<file path="config.mk">
export PLATFORM = sky130hd
export DESIGN_NAME = md5_message_digest
export DESIGN_NICKNAME = d
export VERILOG_FILES = /design/src/hw/rtl/md5_pkg.sv /design/src/hw/rtl/md5_message_digest.sv
export SDC_FILE = /design/constraint.sdc
export NUM_CORES = 2
export LEC_CHECK = 0
export BUFFER_PORTS_ARGS = -buffer_cell sky130_fd_sc_hd__buf_2
export CAP_MARGIN = 20
export CORE_UTILIZATION = 50
export DETAILED_ROUTE_END_ITERATION = 10
export PLACE_DENSITY = 0.68
export SYNTH_ARGS = -nofsm -noshare
export SYNTH_HDL_FRONTEND = slang
export SYNTH_SLANG_ARGS = --single-unit
</file>
<file path="constraint.sdc">
create_clock -name clk -period 10.4 [get_ports clk]
set_input_delay 1.56 -clock clk [delete_from_list [all_inputs] [get_ports clk]]
set_output_delay 1.56 -clock clk [all_outputs]
set_load 0.02 [all_outputs]
</file>
<file path="src/hw/rtl/md5_pkg.sv">
// Shared types, constants, round tables and microcode ROM of the MD5 digest block.
package md5_pkg;

  localparam int WordW  = 32;
  localparam int CountW = 61;

  // Input command codes.
  localparam logic [1:0] CMD_DATA = 2'd0;
  localparam logic [1:0] CMD_LAST = 2'd1;
  localparam logic [1:0] CMD_END  = 2'd2;

  // Program step addresses.
  localparam logic [2:0] STEP_WAIT   = 3'd0;
  localparam logic [2:0] STEP_BLOCK  = 3'd1;
  localparam logic [2:0] STEP_PAD    = 3'd2;
  localparam logic [2:0] STEP_OVF    = 3'd3;
  localparam logic [2:0] STEP_ZERO   = 3'd4;
  localparam logic [2:0] STEP_LENGTH = 3'd5;
  localparam logic [2:0] STEP_FINAL  = 3'd6;
  localparam logic [2:0] STEP_EMIT   = 3'd7;

  localparam logic [WordW-1:0] INIT_A = 32'h67452301;
  localparam logic [WordW-1:0] INIT_B = 32'hefcdab89;
  localparam logic [WordW-1:0] INIT_C = 32'h98badcfe;
  localparam logic [WordW-1:0] INIT_D = 32'h10325476;

  typedef enum logic [2:0] {
    OP_WAIT,
    OP_ROUNDS,
    OP_PAD,
    OP_ZERO,
    OP_LENGTH,
    OP_EMIT
  } md5_op_t;

  typedef enum logic [1:0] {
    COND_NONE,
    COND_FIN,
    COND_OVF
  } md5_cond_t;

  // One control word: the operation, a branch condition, and two targets.
  typedef struct packed {
    md5_op_t   op;
    md5_cond_t cond;
    logic [2:0] nxt;
    logic [2:0] jmp;
  } md5_uword_t;

  function automatic md5_uword_t md5_ucode(input logic [2:0] pc);
    md5_uword_t u;
    case (pc)
      STEP_WAIT:   u = '{OP_WAIT,   COND_NONE, STEP_PAD,    STEP_BLOCK};
      STEP_BLOCK:  u = '{OP_ROUNDS, COND_FIN,  STEP_WAIT,   STEP_PAD};
      STEP_PAD:    u = '{OP_PAD,    COND_OVF,  STEP_LENGTH, STEP_OVF};
      STEP_OVF:    u = '{OP_ROUNDS, COND_NONE, STEP_ZERO,   STEP_ZERO};
      STEP_ZERO:   u = '{OP_ZERO,   COND_NONE, STEP_LENGTH, STEP_LENGTH};
      STEP_LENGTH: u = '{OP_LENGTH, COND_NONE, STEP_FINAL,  STEP_FINAL};
      STEP_FINAL:  u = '{OP_ROUNDS, COND_NONE, STEP_EMIT,   STEP_EMIT};
      STEP_EMIT:   u = '{OP_EMIT,   COND_NONE, STEP_WAIT,   STEP_WAIT};
      default:     u = '{OP_WAIT,   COND_NONE, STEP_WAIT,   STEP_WAIT};
    endcase
    return u;
  endfunction

  function automatic logic [3:0] md5_msg_index(input logic [5:0] r);
    logic [3:0] g;
    case (r[5:4])
      2'd0:    g = r[3:0];
      2'd1:    g = 4'((r[3:0] << 2) + r[3:0] + 4'd1);
      2'd2:    g = 4'((r[3:0] << 1) + r[3:0] + 4'd5);
      default: g = 4'((r[3:0] << 3) - r[3:0]);
    endcase
    return g;
  endfunction

  function automatic logic [4:0] md5_rot(input logic [5:0] r);
    logic [4:0] s;
    case ({r[5:4], r[1:0]})
      4'd0:  s = 5'd7;
      4'd1:  s = 5'd12;
      4'd2:  s = 5'd17;
      4'd3:  s = 5'd22;
      4'd4:  s = 5'd5;
      4'd5:  s = 5'd9;
      4'd6:  s = 5'd14;
      4'd7:  s = 5'd20;
      4'd8:  s = 5'd4;
      4'd9:  s = 5'd11;
      4'd10: s = 5'd16;
      4'd11: s = 5'd23;
      4'd12: s = 5'd6;
      4'd13: s = 5'd10;
      4'd14: s = 5'd15;
      default: s = 5'd21;
    endcase
    return s;
  endfunction

  function automatic logic [WordW-1:0] md5_k(input logic [5:0] r);
    logic [WordW-1:0] k;
    case (r)
      6'd0:  k = 32'hd76aa478;  6'd1:  k = 32'he8c7b756;
      6'd2:  k = 32'h242070db;  6'd3:  k = 32'hc1bdceee;
      6'd4:  k = 32'hf57c0faf;  6'd5:  k = 32'h4787c62a;
      6'd6:  k = 32'ha8304613;  6'd7:  k = 32'hfd469501;
      6'd8:  k = 32'h698098d8;  6'd9:  k = 32'h8b44f7af;
      6'd10: k = 32'hffff5bb1;  6'd11: k = 32'h895cd7be;
      6'd12: k = 32'h6b901122;  6'd13: k = 32'hfd987193;
      6'd14: k = 32'ha679438e;  6'd15: k = 32'h49b40821;
      6'd16: k = 32'hf61e2562;  6'd17: k = 32'hc040b340;
      6'd18: k = 32'h265e5a51;  6'd19: k = 32'he9b6c7aa;
      6'd20: k = 32'hd62f105d;  6'd21: k = 32'h02441453;
      6'd22: k = 32'hd8a1e681;  6'd23: k = 32'he7d3fbc8;
      6'd24: k = 32'h21e1cde6;  6'd25: k = 32'hc33707d6;
      6'd26: k = 32'hf4d50d87;  6'd27: k = 32'h455a14ed;
      6'd28: k = 32'ha9e3e905;  6'd29: k = 32'hfcefa3f8;
      6'd30: k = 32'h676f02d9;  6'd31: k = 32'h8d2a4c8a;
      6'd32: k = 32'hfffa3942;  6'd33: k = 32'h8771f681;
      6'd34: k = 32'h6d9d6122;  6'd35: k = 32'hfde5380c;
      6'd36: k = 32'ha4beea44;  6'd37: k = 32'h4bdecfa9;
      6'd38: k = 32'hf6bb4b60;  6'd39: k = 32'hbebfbc70;
      6'd40: k = 32'h289b7ec6;  6'd41: k = 32'heaa127fa;
      6'd42: k = 32'hd4ef3085;  6'd43: k = 32'h04881d05;
      6'd44: k = 32'hd9d4d039;  6'd45: k = 32'he6db99e5;
      6'd46: k = 32'h1fa27cf8;  6'd47: k = 32'hc4ac5665;
      6'd48: k = 32'hf4292244;  6'd49: k = 32'h432aff97;
      6'd50: k = 32'hab9423a7;  6'd51: k = 32'hfc93a039;
      6'd52: k = 32'h655b59c3;  6'd53: k = 32'h8f0ccc92;
      6'd54: k = 32'hffeff47d;  6'd55: k = 32'h85845dd1;
      6'd56: k = 32'h6fa87e4f;  6'd57: k = 32'hfe2ce6e0;
      6'd58: k = 32'ha3014314;  6'd59: k = 32'h4e0811a1;
      6'd60: k = 32'hf7537e82;  6'd61: k = 32'hbd3af235;
      6'd62: k = 32'h2ad7d2bb;  default: k = 32'heb86d391;
    endcase
    return k;
  endfunction

endpackage

</file>
<file path="src/hw/rtl/md5_message_digest.sv">
// MD5 digest block: byte input, microcoded round sequencer, four-word digest output.
//
//  Channel  Handshake             Payload                              Direction
//  msg      msg_valid/msg_stall   command[1:0], data_byte[7:0]         in
//  dig      dig_valid/dig_stall   digest_word[31:0], word_index[1:0],  out
//                                 last_word
//
// An ordinary byte is absorbed at the wait step. A byte that fills a block runs
// 64 rounds at one round per cycle plus the chaining add, all in one shared
// round unit. Finishing a message runs the pad, length and final-block steps,
// plus a further block and a zero step when the padding spills into a second
// block, then four digest transfers.
// Reset is synchronous and restores the initial chaining words and a zero length.
// The input is stalled whenever the sequencer is not at its wait step; a stalled
// digest word holds until it is taken.
module md5_message_digest (
  input  logic        clk,
  input  logic        rst,
  input  logic        msg_valid,
  output logic        msg_stall,
  input  logic [1:0]  command,
  input  logic [7:0]  data_byte,
  output logic        dig_valid,
  input  logic        dig_stall,
  output logic [31:0] digest_word,
  output logic [1:0]  word_index,
  output logic        last_word
);

  md5_pkg::md5_uword_t uw;

  logic [2:0]  pc;
  logic [2:0]  pc_next;
  logic [6:0]  rnd;
  logic [1:0]  idx;
  logic        pend;
  logic [md5_pkg::CountW-1:0] byte_count;
  logic [md5_pkg::WordW-1:0]  chain [4];
  logic [md5_pkg::WordW-1:0]  work  [4];
  logic [md5_pkg::WordW-1:0]  blk   [16];

  logic        msg_xfer;
  logic        dig_xfer;
  logic        absorb;
  logic        full_byte;
  logic        finish;
  logic        take_jmp;
  logic        step_done;
  logic [5:0]  pos;
  logic        byte_en;
  logic [7:0]  byte_val;

  logic [5:0]  r;
  logic [md5_pkg::WordW-1:0] f;
  logic [md5_pkg::WordW-1:0] sum;
  logic [2*md5_pkg::WordW-1:0] rot_wide;
  logic [md5_pkg::WordW-1:0] new_b;

  assign uw = md5_pkg::md5_ucode(pc);

  assign msg_stall = (uw.op != md5_pkg::OP_WAIT);
  assign msg_xfer  = msg_valid && !msg_stall;
  assign dig_valid = (uw.op == md5_pkg::OP_EMIT);
  assign dig_xfer  = dig_valid && !dig_stall;

  assign digest_word = chain[idx];
  assign word_index  = idx;
  assign last_word   = (idx == 2'd3);

  assign pos       = byte_count[5:0];
  assign absorb    = msg_xfer && (command == md5_pkg::CMD_DATA ||
                                  command == md5_pkg::CMD_LAST);
  assign full_byte = absorb && (pos == 6'd63);
  assign finish    = msg_xfer && (command == md5_pkg::CMD_LAST ||
                                  command == md5_pkg::CMD_END);

  // The pad step writes 0x80 through the same byte lane path as data.
  assign byte_en  = absorb || (uw.op == md5_pkg::OP_PAD);
  assign byte_val = (uw.op == md5_pkg::OP_PAD) ? 8'h80 : data_byte;

  // Round unit.
  assign r = rnd[5:0];
  always_comb begin
    case (r[5:4])
      2'd0:    f = (work[1] & work[2]) | (~work[1] & work[3]);
      2'd1:    f = (work[1] & work[3]) | (work[2] & ~work[3]);
      2'd2:    f = work[1] ^ work[2] ^ work[3];
      default: f = work[2] ^ (work[1] | ~work[3]);
    endcase
  end
  assign sum      = work[0] + f + md5_pkg::md5_k(r) + blk[md5_pkg::md5_msg_index(r)];
  assign rot_wide = {sum, sum} << md5_pkg::md5_rot(r);
  assign new_b    = work[1] + rot_wide[2*md5_pkg::WordW-1:md5_pkg::WordW];

  // Sequencer: branch conditions and step completion.
  always_comb begin
    case (uw.cond)
      md5_pkg::COND_FIN: take_jmp = pend;
      md5_pkg::COND_OVF: take_jmp = (pos >= 6'd56);
      default:           take_jmp = 1'b0;
    endcase
    case (uw.op)
      md5_pkg::OP_ROUNDS: step_done = rnd[6];
      md5_pkg::OP_EMIT:   step_done = dig_xfer && last_word;
      default:            step_done = 1'b1;
    endcase
    pc_next = pc;
    if (uw.op == md5_pkg::OP_WAIT) begin
      if (full_byte) begin
        pc_next = uw.jmp;
      end else if (finish) begin
        pc_next = uw.nxt;
      end
    end else if (step_done) begin
      pc_next = take_jmp ? uw.jmp : uw.nxt;
    end
  end

  always_ff @(posedge clk) begin
    if (rst) begin
      pc         <= md5_pkg::STEP_WAIT;
      rnd        <= '0;
      idx        <= '0;
      pend       <= 1'b0;
      byte_count <= '0;
      chain[0]   <= md5_pkg::INIT_A;
      chain[1]   <= md5_pkg::INIT_B;
      chain[2]   <= md5_pkg::INIT_C;
      chain[3]   <= md5_pkg::INIT_D;
    end else begin
      pc <= pc_next;
      if (msg_xfer) begin
        pend <= (command == md5_pkg::CMD_LAST);
      end
      if (absorb) begin
        byte_count <= byte_count + md5_pkg::CountW'(1);
      end
      if (uw.op == md5_pkg::OP_ROUNDS) begin
        if (rnd[6]) begin
          rnd <= '0;
          for (int i = 0; i < 4; i++) begin
            chain[i] <= chain[i] + work[i];
          end
        end else begin
          rnd <= rnd + 7'd1;
        end
      end
      if (dig_xfer) begin
        idx <= idx + 2'd1;
        if (last_word) begin
          byte_count <= '0;
          chain[0]   <= md5_pkg::INIT_A;
          chain[1]   <= md5_pkg::INIT_B;
          chain[2]   <= md5_pkg::INIT_C;
          chain[3]   <= md5_pkg::INIT_D;
        end
      end
    end
  end

  // Datapath registers: working words and the message block.
  always_ff @(posedge clk) begin
    if (uw.op == md5_pkg::OP_ROUNDS) begin
      if (!rnd[6]) begin
        work[0] <= work[3];
        work[1] <= new_b;
        work[2] <= work[1];
        work[3] <= work[2];
      end
    end else begin
      // Outside the rounds the working words track the chaining words.
      for (int i = 0; i < 4; i++) begin
        work[i] <= chain[i];
      end
    end
    for (int w = 0; w < 16; w++) begin
      if (byte_en && (4'(w) == pos[5:2])) begin
        if (pos[1:0] == 2'd0) begin
          blk[w] <= {24'd0, byte_val};
        end else begin
          blk[w][8*pos[1:0] +: 8] <= byte_val;
        end
      end
      if ((uw.op == md5_pkg::OP_PAD) && (4'(w) > pos[5:2])) begin
        blk[w] <= '0;
      end
      if ((uw.op == md5_pkg::OP_ZERO) && (w < 14)) begin
        blk[w] <= '0;
      end
    end
    if (uw.op == md5_pkg::OP_LENGTH) begin
      blk[14] <= {byte_count[28:0], 3'd0};
      blk[15] <= byte_count[60:29];
    end
  end

  a_rnd_only_in_rounds: assert property (@(posedge clk) disable iff (rst)
    (rnd != 7'd0) |-> (uw.op == md5_pkg::OP_ROUNDS))
    else $error("round counter running outside a rounds step");

  a_rnd_bound: assert property (@(posedge clk) disable iff (rst)
    (rnd[6]) |=> (rnd == 7'd0))
    else $error("round counter went past the chaining add");

  a_rearm: assert property (@(posedge clk) disable iff (rst)
    (dig_xfer && last_word) |=> (byte_count == '0 && pc == md5_pkg::STEP_WAIT &&
                                 idx == 2'd0))
    else $error("block did not re-arm after the last digest word");

  a_emit_idle_rounds: assert property (@(posedge clk) disable iff (rst)
    dig_valid |-> (rnd == 7'd0 && msg_stall))
    else $error("digest offered while rounds run or input open");

endmodule

</file>
Yosys cells after proc, flatten, opt, wreduce, memory -nomap -nowiden. Memory sizes are Yosys's and may differ from the RTL's. A register that Yosys moved wholly into a read port is not among the register bits. Cells that the tools add are included. Widths: inputs -> output; s select.

Bits in registers: 74. Memory bits (writable): 768. ROM bits: 2216. Input port bits: 14. Output and inout port bits: 37. Logic and storage cells: 3374. Memories kept: 6.

$add $sub $neg: 17. $lt $le $gt $ge: 17. Equality and inequality tests: 29. Shift-type cells: 3. Muxes and demuxes: 1686. Bitwise gates (word level): 1560. Reductions and logical operators: 51.

Memories: (no name shown) (depth 64, width 32, rd ports 1, clocked after memory_dff 1, wr ports 0, RTL line md5_pkg.sv:102) `case (r)`; blk (depth 16, width 32, rd ports 1, clocked after memory_dff 0, wr ports 16, RTL line md5_message_digest.sv:40) `logic [md5_pkg::WordW-1:0] blk [16];`; chain (depth 4, width 32, rd ports 5, clocked after memory_dff 1, wr ports 4, RTL line md5_message_digest.sv:38) `logic [md5_pkg::WordW-1:0] chain [4];`; work (depth 4, width 32, rd ports 4, clocked after memory_dff 0, wr ports 4, RTL line md5_message_digest.sv:39) `logic [md5_pkg::WordW-1:0] work [4];`; (no name shown) (depth 8, width 11, rd ports 1, clocked after memory_dff 1, wr ports 0, RTL line md5_pkg.sv:52) `case (pc)`; (no name shown) (depth 16, width 5, rd ports 1, clocked after memory_dff 1, wr ports 0, RTL line md5_pkg.sv:79) `case ({r[5:4], r[1:0]})`.

Operators by type and width (number): $mux 1 (1636); $or 1x1->1 (1548); $mux 32 (28); $add 32x32->32 (8); $mux 61 (3); $and 32x32->32 (4); $or 32x32->32 (3); $pmux 32 s3 (1); $xor 32x32->32 (3); $not 32->32 (2); $shl 64x5->64 (1); $add 61x1->61 const B (1); $logic_and 1x1->1 (38); $neg 5->34 (1); $shift 8x34->32 const A (1); $shiftx 8x34->32 (1); $eq 4x4->1 const A (8); $gt 4x4->1 const A (8); $mux 3 (7); $eq 3x4->1 const A (4); $gt 3x4->1 const A (4); $mux 6 (2); $pmux 4 s3 (1); $add 4x4->4 (2); other kinds (30) (48).

Longest topological paths before layout.
Depth after elaboration: 11. Depth in mapped cells: 44. Gate-level depth less buffers: 43.

Least setup slack after synthesis. Ideal clock, no wire load.

Kind: register -> register. Start: register rnd[0]. End: memory work[1][30] in the netlist's numbering (data pin). Setup time: 0.269 ns. Arrival time: 9.287 ns. Data required time: 10.131 ns. Path slack: 0.844 ns. Cell stages (with the launch flop): 40. Path buffers: 4. Clock period less this slack: 9.556 ns. Cell sequence: dfxtp_1 -> buf_2 -> inv_2 -> xnor2_4 -> buf_6 -> clkbuf_1 -> buf_1 -> mux4_2 -> nand2_1 -> a31oi_1 -> fa_1 -> inv_1 -> fa_1 -> inv_1 -> ha_1 -> inv_1 -> fa_1 -> nand2b_1 -> [4 not listed] -> o21ai_0 -> nand4_2 -> a311oi_2 -> a2bb2oi_1 -> mux2i_1 -> mux2_2 -> fa_1 -> nor2b_1 -> o21ai_0 -> a21oi_1 -> o221ai_1 -> a21o_1 -> o311a_1 -> a21oi_1 -> a311oi_1 -> a21oi_1 -> xnor2_1 -> o21ai_0.

RTL lines: start: declaration (RTL line md5_message_digest.sv:34) `logic [6:0] rnd;`; start signal: assignment (RTL line md5_message_digest.sv:145) `rnd <= rnd + 7'd1;`; end: declaration (RTL line md5_message_digest.sv:39).

==> flow_metrics.py <==
metrics = {
    "setup_path": {
        "worst-path-max-fanout": 37,
        "cp_slowest_cell": "fa_1",
        "cp_slowest_stage_delay_ns": 0.53,
        "worstRegToRegCells": 39,
        "worstPathRequired_ns": 10.81,
        "path_class": "register to register",
        "cp-start-kind": "register",
        "endpoint_kind": "register",
        "arrival_ns": 10.50,
        "crit_top_cell": "inv_1",
    },
    "timing": {
        "hold-worst-slack_ns": 0.4757,
        "fin_skew_ns": 0.05668,
        "setup_viol": 0,
        "worstMarginPinSlew_ns": 1.267,
        "hold_viol": 0,
        "fin_crit_ns": 10.08,
        "finalCritPeriodShare_pct": 96.94,
        "clock.fmax_mhz": 99.19,
        "maxSlewViolCount": 0,
        "layout_setup_ws_ns": 0.3181,
        "relSlewSlack_pct": 15.56,
    },
    "die": {
        "fp-row-count": 123,
        "dieArea_um2": 115000,
        "ios": 51,
        "core_um2": 112500,
        "initial_utilization_pct": 50.49,
        "die_w_um": 339.1,
        "die_y_um": 339.1,
    },
    "global_routing": {
        "grt_pass1_wl_um": 280200,
        "antenna_found_initial": 6,
        "grt_util_all_layers_pct": 32.12,
        "grt.overflow.total": 0,
        "grt_max_degree": 185,
        "grt_pass1_vias": 43410,
    },
    "placed_design": {
        "hpwl_um": 135400,
        "place_congestion": 0.9809,
        "place_worst_setup_slack_ns": -0.2823,
        "place_inst": 7110,
        "portBuffers": 50,
    },
    "drt": {
        "drc": 0,
        "routed_wl_um": 188300,
        "vias_per_cell": 6.400,
        "wl_per_cell_um": 25.72,
        "drtAntennaViolNets": 0,
        "first_pass_iters": 9,
        "drtIter0Drc": 6374,
        "vias": 46838,
    },
    "clocking": {
        "cts_tree": "built",
        "htree_num_levels": 3,
        "cts_sinks": 892,
        "insertion_delay_ns": 0.75,
        "cts_inserted_buffers": 99,
        "cts_hold_buf": 0,
        "cts-root-buf": "clkbuf_16",
        "clock_path_buffers": 3,
        "clk_pin_slew_worst_paths_ns": 0.06,
    },
    "final_layout": {
        "drive_gt1_share_pct": 11.88,
        "layout.nets": 6036,
        "fin_util_pct": 55.42,
        "fillerInstances": 9787,
        "instances_no_fill": 7319,
        "area_growth_pct": 9.774,
    },
    "logic_synthesis": {
        "ys_types": 108,
        "syn-instance-count": 5795,
        "synth_area_leader_cell": "edfxtp_1",
        "synth_seq_cells": 892,
        "synth_area_leaders": "edfxtp_1 (37%), mux4_2 (6.9%), dfxtp_1 (6.6%)",
        "synth_top_cell_area_share_pct": 37.22,
        "synth_nets": 6103,
        "synth_edf_count": 704,
        "synth-warning-count": 0,
        "synth.avg_cell_area_um2": 9.802,
        "seq_area_frac_synth_pct": 43.84,
        "synth_most_common_cell": "nand2_1",
        "synth_ff_type": "edfxtp_1",
        "synth.top_cells.by_count": "nand2_1 (783), edfxtp_1 (704), nor2_1 (648)",
        "synth_area_um2": 56800,
        "ys_async_sr_fraction_pct": 0,
    },
    "run_status": {
        "outcome": "completed",
    },
    "flow_run": {
        "maxCapViolCount": 0,
    },
    "worst_hold_path": {
        "min_path_type": "register to register",
        "hold_path_depth": 2,
    },
}
per-stage QoR:
stage                     instance area [um2]  setup TNS, ns
after global routing                    62340        -0.1759
after detailed placement                58700        -0.8379
final                                   62350              0
after global placement                  58690              0
after CTS                               61940              0
after floorplan                         56800              0
placed cells by master, fill, tap and decap left out, drive strengths merged, types with 47 or more instances in the layout:
| cell type | netlist | layout |
|---|---|---|
| xnor2 | 110 | 110 |
| nand2 | 784 | 784 |
| nor3 | 126 | 126 |
| buf | 72 | 184 |
| o211ai | 48 | 48 |
| dfxtp | 188 | 188 |
| nor2 | 649 | 650 |
| xor2 | 135 | 135 |
| o21a | 47 | 47 |
| a31oi | 106 | 106 |
| nand3 | 166 | 166 |
| and2 | 151 | 151 |
| a21o | 92 | 92 |
| clkbuf | 283 | 126 |
| mux4 | 175 | 175 |
| ha | 226 | 226 |
| edfxtp | 704 | 704 |
| clkinv | 2 | 52 |
| fa | 68 | 68 |
| a211oi | 79 | 79 |
| o21ai | 321 | 321 |
| inv | 292 | 295 |
| a21oi | 318 | 318 |
area by class of cell:
cell class / instances / area [um2] / share of cell area, %
clock buffer: 126 / 2620 / 4.202
tap: 1500 / 1877 / 3.010
timing repair buffer: 184 / 1411 / 2.264
antenna: 4 / 10.01 / 0.01605
multi-input combinational: 4257 / 29850 / 47.87
sequential: 892 / 24920 / 39.96
inverter: 294 / 1111 / 1.782
clock inverter: 62 / 558.0 / 0.8950
final timing paths:
kind,start,endpoint,slack (ns)
max,rnd[1],work[1][30],0.32
min,pend,pend,0.48
max reg2reg,rnd[1],work[1][30],0.32
min reg2reg,pend,pend,0.48
state kept, by name, indices dropped and copies added, names as in the netlist, named ones only:
name,cells
byte_count,61
pc,3
blk,512
chain,128
rnd,7
word_index,2
pend,1
uw,11
work,128
cell families (layout without fill, tap and decap cells):
group / count (synthesis) / after routing / synth area share (%)
DFF: 892 / 892 / 43.84
and+or+nand+nor: 2117 / 2118 / 16.57
muxes: 253 / 253 / 8.393
other: 0 / 4 / 0
AOI/OAI and AO/OA: 1315 / 1317 / 15.11
adders and majority gates: 324 / 324 / 7.904
xor gates and xnor gates: 245 / 245 / 3.824
buffers and inverters: 649 / 666 / 4.359
worst max-delay path: cells and delay by family (launching register included):
kind | cells | cell delay [ns]
compound gates | 20 | 4.54
xor+xnor | 1 | 0.14
fa+ha+maj | 6 | 2.29
buf+inv | 5 | 0.55
flops | 1 | 0.41
mux | 4 | 1.42
simple gates | 3 | 0.32
per-layer routing:
layer / vias to the layer above / wire, um / global-route usage, % / part of all wire, %
met1: 22898 / 77230 / 45.10 / 41
li1: 20921 / - / - / -
met5: - / 27 / 0 / 0.014
met3: 415 / 19880 / 6.629 / 11
met2: 2600 / 83420 / 48.73 / 44
met4: 4 / 7694 / 12.44 / 4.1
timing repair:
item                                    CTS  global route
endpoints found under the setup margin    9            17
buffers inserted                          5             9
resized for setup                         6            63
pin swaps                                 2            13
cloned                                    0             3
hold endpoints to repair                  0             0
Power is left out: the tool's default activity adds up to more than one toggle a clock period on the data nets, which glitch-free logic cannot reach.
